==> config.mk <==
export PLATFORM = sky130hd
export DESIGN_NAME = temp_window_stats_alarm
export DESIGN_NICKNAME = d
export VERILOG_FILES = /design/src/rtl/twsa_pkg.sv /design/src/rtl/twsa_ram.sv /design/src/rtl/twsa_div.sv /design/src/rtl/twsa_dp.sv /design/src/rtl/twsa_ctrl.sv /design/src/rtl/temp_window_stats_alarm.sv
export SDC_FILE = /design/constraint.sdc
export NUM_CORES = 2
export LEC_CHECK = 0
export ABC_AREA = 1
export BUFFER_PORTS_ARGS = -buffer_cell sky130_fd_sc_hd__buf_2
export CAP_MARGIN = 5
export CORE_ASPECT_RATIO = 1.1
export CORE_UTILIZATION = 45
export CTS_CLUSTER_DIAMETER = 50
export CTS_CLUSTER_SIZE = 10
export DETAILED_ROUTE_END_ITERATION = 10
export SYNTH_ARGS = -nofsm -noshare
export SYNTH_HDL_FRONTEND = slang
export SYNTH_SLANG_ARGS = --single-unit
==> constraint.sdc <==
create_clock -name clk -period 6.7 [get_ports clk]
set_clock_uncertainty 0.1 [all_clocks]
set_input_delay 0.67 -clock clk [delete_from_list [all_inputs] [get_ports clk]]
set_output_delay 0.67 -clock clk [all_outputs]
set_load 0.01 [all_outputs]
==> src/rtl/twsa_pkg.sv <==
`timescale 1ns / 1ps
// ----------------------------------------------------------------------------
// twsa_pkg
// Shared widths, register indexes and controller/datapath interface types.
// ----------------------------------------------------------------------------
package twsa_pkg;

  localparam int WINDOW     = 100;
  localparam int TEMP_W     = 16;
  localparam int HUM_W      = 14;
  localparam int CNT_W      = 32;
  localparam int FILL_OUT_W = 7;
  localparam int SLOT_W     = $clog2(WINDOW);
  localparam int FILL_W     = $clog2(WINDOW + 1);
  localparam int WSUM_W     = TEMP_W + $clog2(WINDOW) + 1;
  localparam int DIV_W      = 48;
  localparam int DIV_CNT_W  = $clog2(DIV_W + 1);
  localparam int CFG_IDX_W  = 2;
  localparam int CFG_DATA_W = 16;
  localparam int IN_DATA_W  = 32;
  localparam int OUT_DATA_W = 136;
  localparam int OUT_USER_W = 3;

  localparam logic [CFG_IDX_W-1:0] CFG_HIGH_TEMP = 2'd0;
  localparam logic [CFG_IDX_W-1:0] CFG_LOW_TEMP  = 2'd1;
  localparam logic [CFG_IDX_W-1:0] CFG_HUMIDITY  = 2'd2;

  localparam logic DIV_SEL_MEAN = 1'b0;
  localparam logic DIV_SEL_WIN  = 1'b1;

  localparam logic signed [TEMP_W-1:0] TEMP_MAX   = 16'sh7FFF;
  localparam logic signed [TEMP_W-1:0] TEMP_MIN   = 16'sh8000;
  localparam logic signed [TEMP_W-1:0] HIGH_RESET = 16'sd2800;
  localparam logic signed [TEMP_W-1:0] LOW_RESET  = 16'sd1500;
  localparam logic [HUM_W-1:0]         HUM_RESET  = 14'd8000;
  localparam logic [CNT_W-1:0]         CNT_SAT    = '1;

  typedef struct packed {
    logic capture;
    logic update;
    logic div_start;
    logic div_sel;
    logic store_mean;
    logic store_mavg;
    logic load_out;
  } twsa_cmd_t;

  typedef struct packed {
    logic div_busy;
    logic out_free;
  } twsa_sts_t;

endpackage

==> src/rtl/twsa_ram.sv <==
`timescale 1ns / 1ps
// ----------------------------------------------------------------------------
// twsa_ram
// Generic single-write, single-read RAM with registered read data.
// ----------------------------------------------------------------------------
module twsa_ram #(
  parameter int WIDTH = 16,
  parameter int DEPTH = 100
) (
  input  logic                     clk,
  input  logic                     we,
  input  logic [$clog2(DEPTH)-1:0] waddr,
  input  logic [WIDTH-1:0]         wdata,
  input  logic                     re,
  input  logic [$clog2(DEPTH)-1:0] raddr,
  output logic [WIDTH-1:0]         rdata
);

  logic [WIDTH-1:0] mem_r [DEPTH];
  logic [WIDTH-1:0] rdata_r;

  always_ff @(posedge clk) begin
    if (we) begin
      mem_r[waddr] <= wdata;
    end
    if (re) begin
      rdata_r <= mem_r[raddr];
    end
  end

  assign rdata = rdata_r;

endmodule

==> src/rtl/twsa_div.sv <==
`timescale 1ns / 1ps
// ----------------------------------------------------------------------------
// twsa_div
// Restoring divider, one quotient bit per cycle. Signed dividend, positive
// divisor, quotient truncated toward zero; low 16 quotient bits returned.
// ----------------------------------------------------------------------------
module twsa_div
  import twsa_pkg::*;
(
  input  logic                     clk,
  input  logic                     rst_n,
  input  logic                     start,
  input  logic signed [DIV_W-1:0]  dividend,
  input  logic [CNT_W-1:0]         divisor,
  output logic                     busy,
  output logic signed [TEMP_W-1:0] quotient
);

  logic [DIV_W-1:0]     quo_r;
  logic [CNT_W-1:0]     rem_r;
  logic [CNT_W-1:0]     dsr_r;
  logic [DIV_CNT_W-1:0] cnt_r;
  logic                 busy_r;
  logic                 neg_r;
  logic [CNT_W:0]       trial;
  logic                 fits;
  logic [TEMP_W-1:0]    q_lo;

  assign trial = {rem_r, quo_r[DIV_W-1]};
  assign fits  = trial >= {1'b0, dsr_r};

  always_ff @(posedge clk) begin
    if (!rst_n) begin
      busy_r <= 1'b0;
      cnt_r  <= '0;
    end else if (start) begin
      busy_r <= 1'b1;
      cnt_r  <= DIV_CNT_W'(DIV_W);
    end else if (busy_r) begin
      cnt_r <= cnt_r - 1'b1;
      if (cnt_r == DIV_CNT_W'(1)) begin
        busy_r <= 1'b0;
      end
    end
  end

  always_ff @(posedge clk) begin
    if (start) begin
      quo_r <= dividend[DIV_W-1] ? DIV_W'(-dividend) : DIV_W'(dividend);
      rem_r <= '0;
      dsr_r <= divisor;
      neg_r <= dividend[DIV_W-1];
    end else if (busy_r) begin
      rem_r <= fits ? CNT_W'(trial - {1'b0, dsr_r}) : trial[CNT_W-1:0];
      quo_r <= {quo_r[DIV_W-2:0], fits};
    end
  end

  assign q_lo     = quo_r[TEMP_W-1:0];
  assign busy     = busy_r;
  assign quotient = neg_r ? $signed(-q_lo) : $signed(q_lo);

  a_cnt_live: assert property (@(posedge clk) disable iff (!rst_n)
    busy_r |-> cnt_r != '0)
    else $error("divider busy with zero step count");

  a_no_restart: assert property (@(posedge clk) disable iff (!rst_n)
    start |-> !busy_r)
    else $error("divider restarted while busy");

  a_len: assert property (@(posedge clk) disable iff (!rst_n)
    start |=> busy_r && cnt_r == DIV_CNT_W'(DIV_W))
    else $error("divider did not load step count");

endmodule

==> src/rtl/twsa_dp.sv <==
`timescale 1ns / 1ps
// ----------------------------------------------------------------------------
// twsa_dp
// Datapath: config registers, sample capture, running statistics, window
// RAM, shared divider and output register.
// ----------------------------------------------------------------------------
module twsa_dp
  import twsa_pkg::*;
(
  input  logic                  clk,
  input  logic                  rst_n,
  input  logic                  cfg_valid,
  input  logic [CFG_IDX_W-1:0]  cfg_index,
  input  logic [CFG_DATA_W-1:0] cfg_data,
  input  logic [IN_DATA_W-1:0]  in_tdata,
  input  twsa_cmd_t             cmd,
  output twsa_sts_t             sts,
  output logic                  out_tvalid,
  input  logic                  out_tready,
  output logic [OUT_DATA_W-1:0] out_tdata,
  output logic [OUT_USER_W-1:0] out_tuser
);

  logic signed [TEMP_W-1:0] hi_lim_r, lo_lim_r;
  logic [HUM_W-1:0]         hum_lim_r;

  logic signed [TEMP_W-1:0] t_r;
  logic [HUM_W-1:0]         h_r;

  logic signed [TEMP_W-1:0] min_r, max_r, mean_r, mavg_r;
  logic signed [DIV_W-1:0]  gtot_r;
  logic signed [WSUM_W-1:0] wsum_r, wsum_nxt;
  logic [CNT_W-1:0]         samples_r, alarms_r;
  logic [SLOT_W-1:0]        slot_r;
  logic [FILL_W-1:0]        fill_r;
  logic                     hi_r, lo_r, hh_r;

  logic                     out_valid_r;
  logic [OUT_DATA_W-1:0]    out_data_r;
  logic [OUT_USER_W-1:0]    out_user_r;

  logic [TEMP_W-1:0]        old_raw;
  logic                     full;
  logic                     hi, lo, hh;
  logic signed [DIV_W-1:0]  div_dividend;
  logic [CNT_W-1:0]         div_divisor;
  logic                     div_busy;
  logic signed [TEMP_W-1:0] div_q;

  always_ff @(posedge clk) begin
    if (!rst_n) begin
      hi_lim_r  <= HIGH_RESET;
      lo_lim_r  <= LOW_RESET;
      hum_lim_r <= HUM_RESET;
    end else if (cfg_valid) begin
      case (cfg_index)
        CFG_HIGH_TEMP: hi_lim_r  <= $signed(cfg_data);
        CFG_LOW_TEMP:  lo_lim_r  <= $signed(cfg_data);
        CFG_HUMIDITY:  hum_lim_r <= cfg_data[HUM_W-1:0];
        default: ;
      endcase
    end
  end

  always_ff @(posedge clk) begin
    if (cmd.capture) begin
      t_r <= $signed(in_tdata[TEMP_W-1:0]);
      h_r <= in_tdata[TEMP_W +: HUM_W];
    end
  end

  twsa_ram #(
    .WIDTH (TEMP_W),
    .DEPTH (WINDOW)
  ) u_win (
    .clk   (clk),
    .we    (cmd.update),
    .waddr (slot_r),
    .wdata (t_r),
    .re    (cmd.capture),
    .raddr (slot_r),
    .rdata (old_raw)
  );

  assign full = fill_r == FILL_W'(WINDOW);
  assign hi   = t_r > hi_lim_r;
  assign lo   = t_r < lo_lim_r;
  assign hh   = h_r > hum_lim_r;

  always_comb begin
    wsum_nxt = wsum_r + WSUM_W'(t_r);
    if (full) begin
      wsum_nxt = wsum_nxt - WSUM_W'($signed(old_raw));
    end
  end

  always_ff @(posedge clk) begin
    if (!rst_n) begin
      min_r     <= TEMP_MAX;
      max_r     <= TEMP_MIN;
      gtot_r    <= '0;
      wsum_r    <= '0;
      samples_r <= '0;
      alarms_r  <= '0;
      slot_r    <= '0;
      fill_r    <= '0;
    end else if (cmd.update) begin
      if (samples_r != CNT_SAT) begin
        samples_r <= samples_r + 1'b1;
        gtot_r    <= gtot_r + DIV_W'(t_r);
      end
      if (t_r < min_r) begin
        min_r <= t_r;
      end
      if (t_r > max_r) begin
        max_r <= t_r;
      end
      wsum_r <= wsum_nxt;
      if (!full) begin
        fill_r <= fill_r + 1'b1;
      end
      slot_r <= (slot_r == SLOT_W'(WINDOW - 1)) ? '0 : slot_r + 1'b1;
      if ((hi || lo || hh) && alarms_r != CNT_SAT) begin
        alarms_r <= alarms_r + 1'b1;
      end
    end
  end

  always_ff @(posedge clk) begin
    if (cmd.update) begin
      hi_r <= hi;
      lo_r <= lo;
      hh_r <= hh;
    end
    if (cmd.store_mean) begin
      mean_r <= div_q;
    end
    if (cmd.store_mavg) begin
      mavg_r <= div_q;
    end
  end

  assign div_dividend = (cmd.div_sel == DIV_SEL_WIN) ? DIV_W'(wsum_r) : gtot_r;
  assign div_divisor  = (cmd.div_sel == DIV_SEL_WIN) ? CNT_W'(fill_r) : samples_r;

  twsa_div u_div (
    .clk      (clk),
    .rst_n    (rst_n),
    .start    (cmd.div_start),
    .dividend (div_dividend),
    .divisor  (div_divisor),
    .busy     (div_busy),
    .quotient (div_q)
  );

  always_ff @(posedge clk) begin
    if (!rst_n) begin
      out_valid_r <= 1'b0;
    end else if (cmd.load_out) begin
      out_valid_r <= 1'b1;
    end else if (out_tready) begin
      out_valid_r <= 1'b0;
    end
  end

  always_ff @(posedge clk) begin
    if (cmd.load_out) begin
      out_data_r <= {1'b0, alarms_r, samples_r, FILL_OUT_W'(fill_r),
                     mavg_r, mean_r, max_r, min_r};
      out_user_r <= {hh_r, lo_r, hi_r};
    end
  end

  assign sts.div_busy = div_busy;
  assign sts.out_free = !out_valid_r || out_tready;
  assign out_tvalid   = out_valid_r;
  assign out_tdata    = out_data_r;
  assign out_tuser    = out_user_r;

  a_fill: assert property (@(posedge clk) disable iff (!rst_n)
    fill_r <= FILL_W'(WINDOW))
    else $error("window fill beyond depth");

  a_slot: assert property (@(posedge clk) disable iff (!rst_n)
    slot_r < SLOT_W'(WINDOW) || WINDOW == (1 << SLOT_W))
    else $error("write slot beyond depth");

  a_alarm_le: assert property (@(posedge clk) disable iff (!rst_n)
    alarms_r <= samples_r)
    else $error("alarm count exceeds sample count");

  a_samples_mono: assert property (@(posedge clk) disable iff (!rst_n)
    samples_r >= $past(samples_r))
    else $error("sample count went down");

endmodule

==> src/rtl/twsa_ctrl.sv <==
`timescale 1ns / 1ps
// ----------------------------------------------------------------------------
// twsa_ctrl
// Sequencer: capture, statistics update, two divider passes, output load.
// ----------------------------------------------------------------------------
module twsa_ctrl
  import twsa_pkg::*;
(
  input  logic      clk,
  input  logic      rst_n,
  input  logic      in_tvalid,
  output logic      in_tready,
  input  twsa_sts_t sts,
  output twsa_cmd_t cmd
);

  typedef enum logic [2:0] {
    ST_IDLE,
    ST_UPD,
    ST_MSTART,
    ST_MWAIT,
    ST_WSTART,
    ST_WWAIT,
    ST_OUT
  } state_t;

  state_t state_r, state_nxt;

  always_comb begin
    state_nxt = state_r;
    cmd       = '0;
    case (state_r)
      ST_IDLE: begin
        if (in_tvalid) begin
          cmd.capture = 1'b1;
          state_nxt   = ST_UPD;
        end
      end
      ST_UPD: begin
        cmd.update = 1'b1;
        state_nxt  = ST_MSTART;
      end
      ST_MSTART: begin
        cmd.div_start = 1'b1;
        cmd.div_sel   = DIV_SEL_MEAN;
        state_nxt     = ST_MWAIT;
      end
      ST_MWAIT: begin
        if (!sts.div_busy) begin
          cmd.store_mean = 1'b1;
          state_nxt      = ST_WSTART;
        end
      end
      ST_WSTART: begin
        cmd.div_start = 1'b1;
        cmd.div_sel   = DIV_SEL_WIN;
        state_nxt     = ST_WWAIT;
      end
      ST_WWAIT: begin
        cmd.div_sel = DIV_SEL_WIN;
        if (!sts.div_busy) begin
          cmd.store_mavg = 1'b1;
          state_nxt      = ST_OUT;
        end
      end
      ST_OUT: begin
        if (sts.out_free) begin
          cmd.load_out = 1'b1;
          state_nxt    = ST_IDLE;
        end
      end
      default: state_nxt = ST_IDLE;
    endcase
  end

  always_ff @(posedge clk) begin
    if (!rst_n) begin
      state_r <= ST_IDLE;
    end else begin
      state_r <= state_nxt;
    end
  end

  assign in_tready = state_r == ST_IDLE;

  a_one_phase: assert property (@(posedge clk) disable iff (!rst_n)
    $countones({cmd.capture, cmd.update, cmd.div_start, cmd.store_mean,
                cmd.store_mavg, cmd.load_out}) <= 1)
    else $error("overlapping datapath commands");

  a_cap_upd: assert property (@(posedge clk) disable iff (!rst_n)
    cmd.capture |=> cmd.update)
    else $error("capture not followed by update");

  a_no_accept_busy: assert property (@(posedge clk) disable iff (!rst_n)
    sts.div_busy |-> !in_tready)
    else $error("input ready while divider runs");

endmodule

==> src/rtl/temp_window_stats_alarm.sv <==
`timescale 1ns / 1ps
// ----------------------------------------------------------------------------
// temp_window_stats_alarm
// Temperature/humidity statistics: min, max, mean, sliding window mean and
// alarm flags with saturating counters.
//
//   Channel  Dir  Handshake           Payload
//   in_      in   tvalid/tready       tdata: temperature, humidity
//   out_     out  tvalid/tready       tdata: stats; tuser: alarm flags
//   cfg_     in   cfg_valid/ready     cfg_index, cfg_data
//
// Each sample runs the shared 48-step restoring divider twice, once for the
// overall mean and once for the window mean.
// rst_n is synchronous, active low; the window RAM is not cleared.
// A result waits in the output register; the next sample is accepted while
// it is stalled. cfg_ready is always high.
// ----------------------------------------------------------------------------
module temp_window_stats_alarm
  import twsa_pkg::*;
(
  input  logic                  clk,
  input  logic                  rst_n,
  input  logic                  cfg_valid,
  output logic                  cfg_ready,
  input  logic [CFG_IDX_W-1:0]  cfg_index,
  input  logic [CFG_DATA_W-1:0] cfg_data,
  input  logic                  in_tvalid,
  output logic                  in_tready,
  // temperature[15:0], humidity[29:16], zero[31:30]
  input  logic [IN_DATA_W-1:0]  in_tdata,
  output logic                  out_tvalid,
  input  logic                  out_tready,
  // min_temp[15:0], max_temp[31:16], mean_temp[47:32], window_mean[63:48],
  // window_fill[70:64], sample_count[102:71], alarm_count[134:103], zero[135]
  output logic [OUT_DATA_W-1:0] out_tdata,
  // high_temp_alarm[0], low_temp_alarm[1], high_humidity_alarm[2]
  output logic [OUT_USER_W-1:0] out_tuser
);

  twsa_cmd_t cmd;
  twsa_sts_t sts;

  assign cfg_ready = 1'b1;

  twsa_ctrl u_ctrl (
    .clk       (clk),
    .rst_n     (rst_n),
    .in_tvalid (in_tvalid),
    .in_tready (in_tready),
    .sts       (sts),
    .cmd       (cmd)
  );

  twsa_dp u_dp (
    .clk        (clk),
    .rst_n      (rst_n),
    .cfg_valid  (cfg_valid),
    .cfg_index  (cfg_index),
    .cfg_data   (cfg_data),
    .in_tdata   (in_tdata),
    .cmd        (cmd),
    .sts        (sts),
    .out_tvalid (out_tvalid),
    .out_tready (out_tready),
    .out_tdata  (out_tdata),
    .out_tuser  (out_tuser)
  );

endmodule
==> metrics <==
Worst Path Arrival=4.94 ns; status=complete, no violations; placed wire-length estimate after detailed placement=181000 µm; clock slew at reported path FFs=0.05 ns; count of cell types in the netlist=57; Worst Tran Pin Value=1.25 ns; final sum of negative setup slack=0 ns; Mapped Nets=8941; area added between synthesis and finish=14.6%; pwr/cell area=403 nW/µm²; highest fanout seen on the critical path=61; Startpoint Class=flop; global placer's final weighted congestion=0.935; width of the die=438 µm; critical setup path kind=reg -> reg; number of standard cells after synthesis=8672; starting utilization of the core area=45.5%; violation count after the first detailed-routing iteration=6235; Total Power=43.5 mW; total track usage=26.6%; Synth area leaders=sky130_fd_sc_hd__edfxtp_1, sky130_fd_sc_hd__nand2_1, sky130_fd_sc_hd__dfxtp_1, sky130_fd_sc_hd__ha_1, sky130_fd_sc_hd__inv_1; initial antenna violation count=9; clock period minus worst slack=4.21 ns; detailed-route wire length per cell=23.9 µm; number of flops mapped to enable cells by yosys=1900; most common cell in the netlist=sky130_fd_sc_hd__nand2_1; wire length of the first global-routing pass=419000 µm; final wirelength=286000 µm; count of clock tree sinks=2171; unrepaired setup endpoints after global routing=false; Skew-Pair Late Insertion Delay=0.94 ns; post_cts resized=0; Final Hold Fails=0; LEAKAGE=40.7 nW; fin. max-slew vios=0; sequential-to-total area share from yosys stat=66.3%; chip height=482 µm; Slew Limit Headroom=16.3%; Post-Syn Area=94300 µm²; footprint of the multi-input gates=27900 µm²; Avg Synthesized Cell Area=10.9 µm²; clock buffer count from CTS=287; share of async-settable or async-resettable flops after synthesis=0%; Min-Delay Path Class=in -> reg; drc violations=0; # H-tree levels=5; Worst setup EP type=flop; number of buffers added to fix hold violations after cts=47; Max VDD drop=0.000229 V; floorplan row count=175; Main synth FF type=sky130_fd_sc_hd__edfxtp_1; Tcrit/Tclk final=62.9%; Die Footprint=211000 µm²; Synth top area share=60.5%; vias per cell=5.60; I/O pin count=197; number of nets in the layout=9392; Setup Fix Bufs, Post-CTS=0; Seq. cell area=62500 µm²; Req. time, crit path=7.43 ns; cell chosen for the clock root=sky130_fd_sc_hd__clkbuf_16; share of layout cells above drive strength 1=9.28%; count of fill cells added during filler insertion=18.2k; number of maximum-capacitance constraint violations=0; vias in the first global route=65.0k; Peak Freq=237 MHz; vias=67.2k; input/output buffers=192; count of TritonRoute iterations in the first routing pass=6; total gr overflow=0; total of flip-flops plus latches after synthesis=2171; CTS tree=done; number of warnings reported in the yosys synthesis log=0; core region area=207000 µm²; top cell types by occurrence after synthesis=sky130_fd_sc_hd__nand2_1, sky130_fd_sc_hd__edfxtp_1, sky130_fd_sc_hd__inv_1, sky130_fd_sc_hd__nor2_1, sky130_fd_sc_hd__a21oi_1; pin count of the biggest net entering global routing=108; CTS Buffer Depth=4; post-route antenna net violation count=0; biggest area consumer among synthesized cells=sky130_fd_sc_hd__edfxtp_1; final count of negative-setup-slack endpoints=0
cells by family (layout without fill, tap and decap cells):
logic type	Yosys count	after routing	synth area share (%)
fa+ha+maj	214	214	2.87
buf+inv	1028	1603	4.30
simple gates	3858	3858	17.0
compound gates	1248	1248	8.14
flops	2171	2171	66.3
xor+xnor	151	151	1.40
other cells	2	4	0.00797
cell type report:
cell class	count	share of cell area (%)
diodes	2	0.00463
clock buffers	371	7.14
clock inverters	42	0.409
inverters	710	2.48
multi-input cells	5473	25.8
flip-flops and latches	2171	57.9
well taps	2743	3.18
repair buffers	480	3.14
sequential cells by signal, indices dropped and copies added, names as in the netlist, 24 cells and up:
name / count
u_dp.samples_r: 32
u_dp.u_div.dsr_r: 32
u_dp.wsum_r: 24
u_dp.u_win.mem_r: 1600
u_dp.u_div.quo_r: 48
u_dp.out_tdata: 135
u_dp.gtot_r: 48
u_dp.u_div.rem_r: 32
u_dp.alarms_r: 32
report_power, final:
part | switching, mW | internal (mW)
Combinational | 9.17 | 3.63
Clock | 5.43 | 8.19
Sequential | 0.640 | 16.4
Total | 15.2 | 28.2
layer usage:
layer	part of all wire, %	GRT usage (%)	vias to the layer above
met3	7.3	4.19	502
met4	3.7	10.1	2
met5	0.0052	0	-
li1	-	-	31200
met1	41	34.9	32900
met2	48	44.5	2622
worst paths after layout:
check / from / endpoint / slack, ns / cells after the start
worst max register to register: u_dp.t_r[8] / u_dp.min_r[10] / 2.49 / 11
worst min-delay path: in_tvalid / u_ctrl.state_r[2] / 0.07 / 5
worst min register to register: u_dp.mean_r[3] / u_dp.out_tdata[35] / 0.32 / 0
worst max-delay path: u_dp.t_r[8] / u_dp.min_r[10] / 2.49 / 11
per-stage QoR:
| stage | cell area (µm²) | cells | setup WS, ns | hold WS, ns | utilization, % |
|---|---|---|---|---|---|
| final | 108000 | 12000 | 2.49 | 0.0654 | 52.1 |
| after global routing | 108000 | 12000 | 2.21 | 0.0785 | 52.1 |
| after CTS | 108000 | 12000 | 2.54 | 0.0153 | 52.1 |
| after detailed placement | 99400 | 11500 | 2.57 | 0.308 | 47.9 |
| after global placement | 99400 | 11500 | 2.49 | 0.301 | 47.9 |
| after floorplan | 94300 | 8672 | 1.54 | 0.300 | - |
placed cells by master, fill, tap and decap left out, types with 76 or more instances in the layout:
master,n
sky130_fd_sc_hd__nor2_1,674
sky130_fd_sc_hd__nor3_1,76
sky130_fd_sc_hd__buf_2,191
sky130_fd_sc_hd__ha_1,210
sky130_fd_sc_hd__buf_4,230
sky130_fd_sc_hd__clkbuf_16,296
sky130_fd_sc_hd__inv_1,692
sky130_fd_sc_hd__dfxtp_1,270
sky130_fd_sc_hd__a22oi_1,153
sky130_fd_sc_hd__edfxtp_1,1900
sky130_fd_sc_hd__nand3_1,373
sky130_fd_sc_hd__o21ai_0,366
sky130_fd_sc_hd__nand4_1,215
sky130_fd_sc_hd__a21oi_1,378
sky130_fd_sc_hd__nand2_1,2368
sky130_fd_sc_hd__xor2_1,98
critical path, stage by stage, from the launching register on:
cell                       delay [ns]
sky130_fd_sc_hd__edfxtp_1        0.38
sky130_fd_sc_hd__buf_4           0.68
sky130_fd_sc_hd__buf_4           0.66
sky130_fd_sc_hd__ha_1            0.28
sky130_fd_sc_hd__a21oi_1         0.06
sky130_fd_sc_hd__o21ai_0         0.28
sky130_fd_sc_hd__a21oi_1         0.14
sky130_fd_sc_hd__nand3b_1        0.11
sky130_fd_sc_hd__nand3_1         0.52
sky130_fd_sc_hd__inv_1           0.61
sky130_fd_sc_hd__nand2_1         0.11
sky130_fd_sc_hd__nand3_1         0.09
Power figures use the tool's default switching activity.
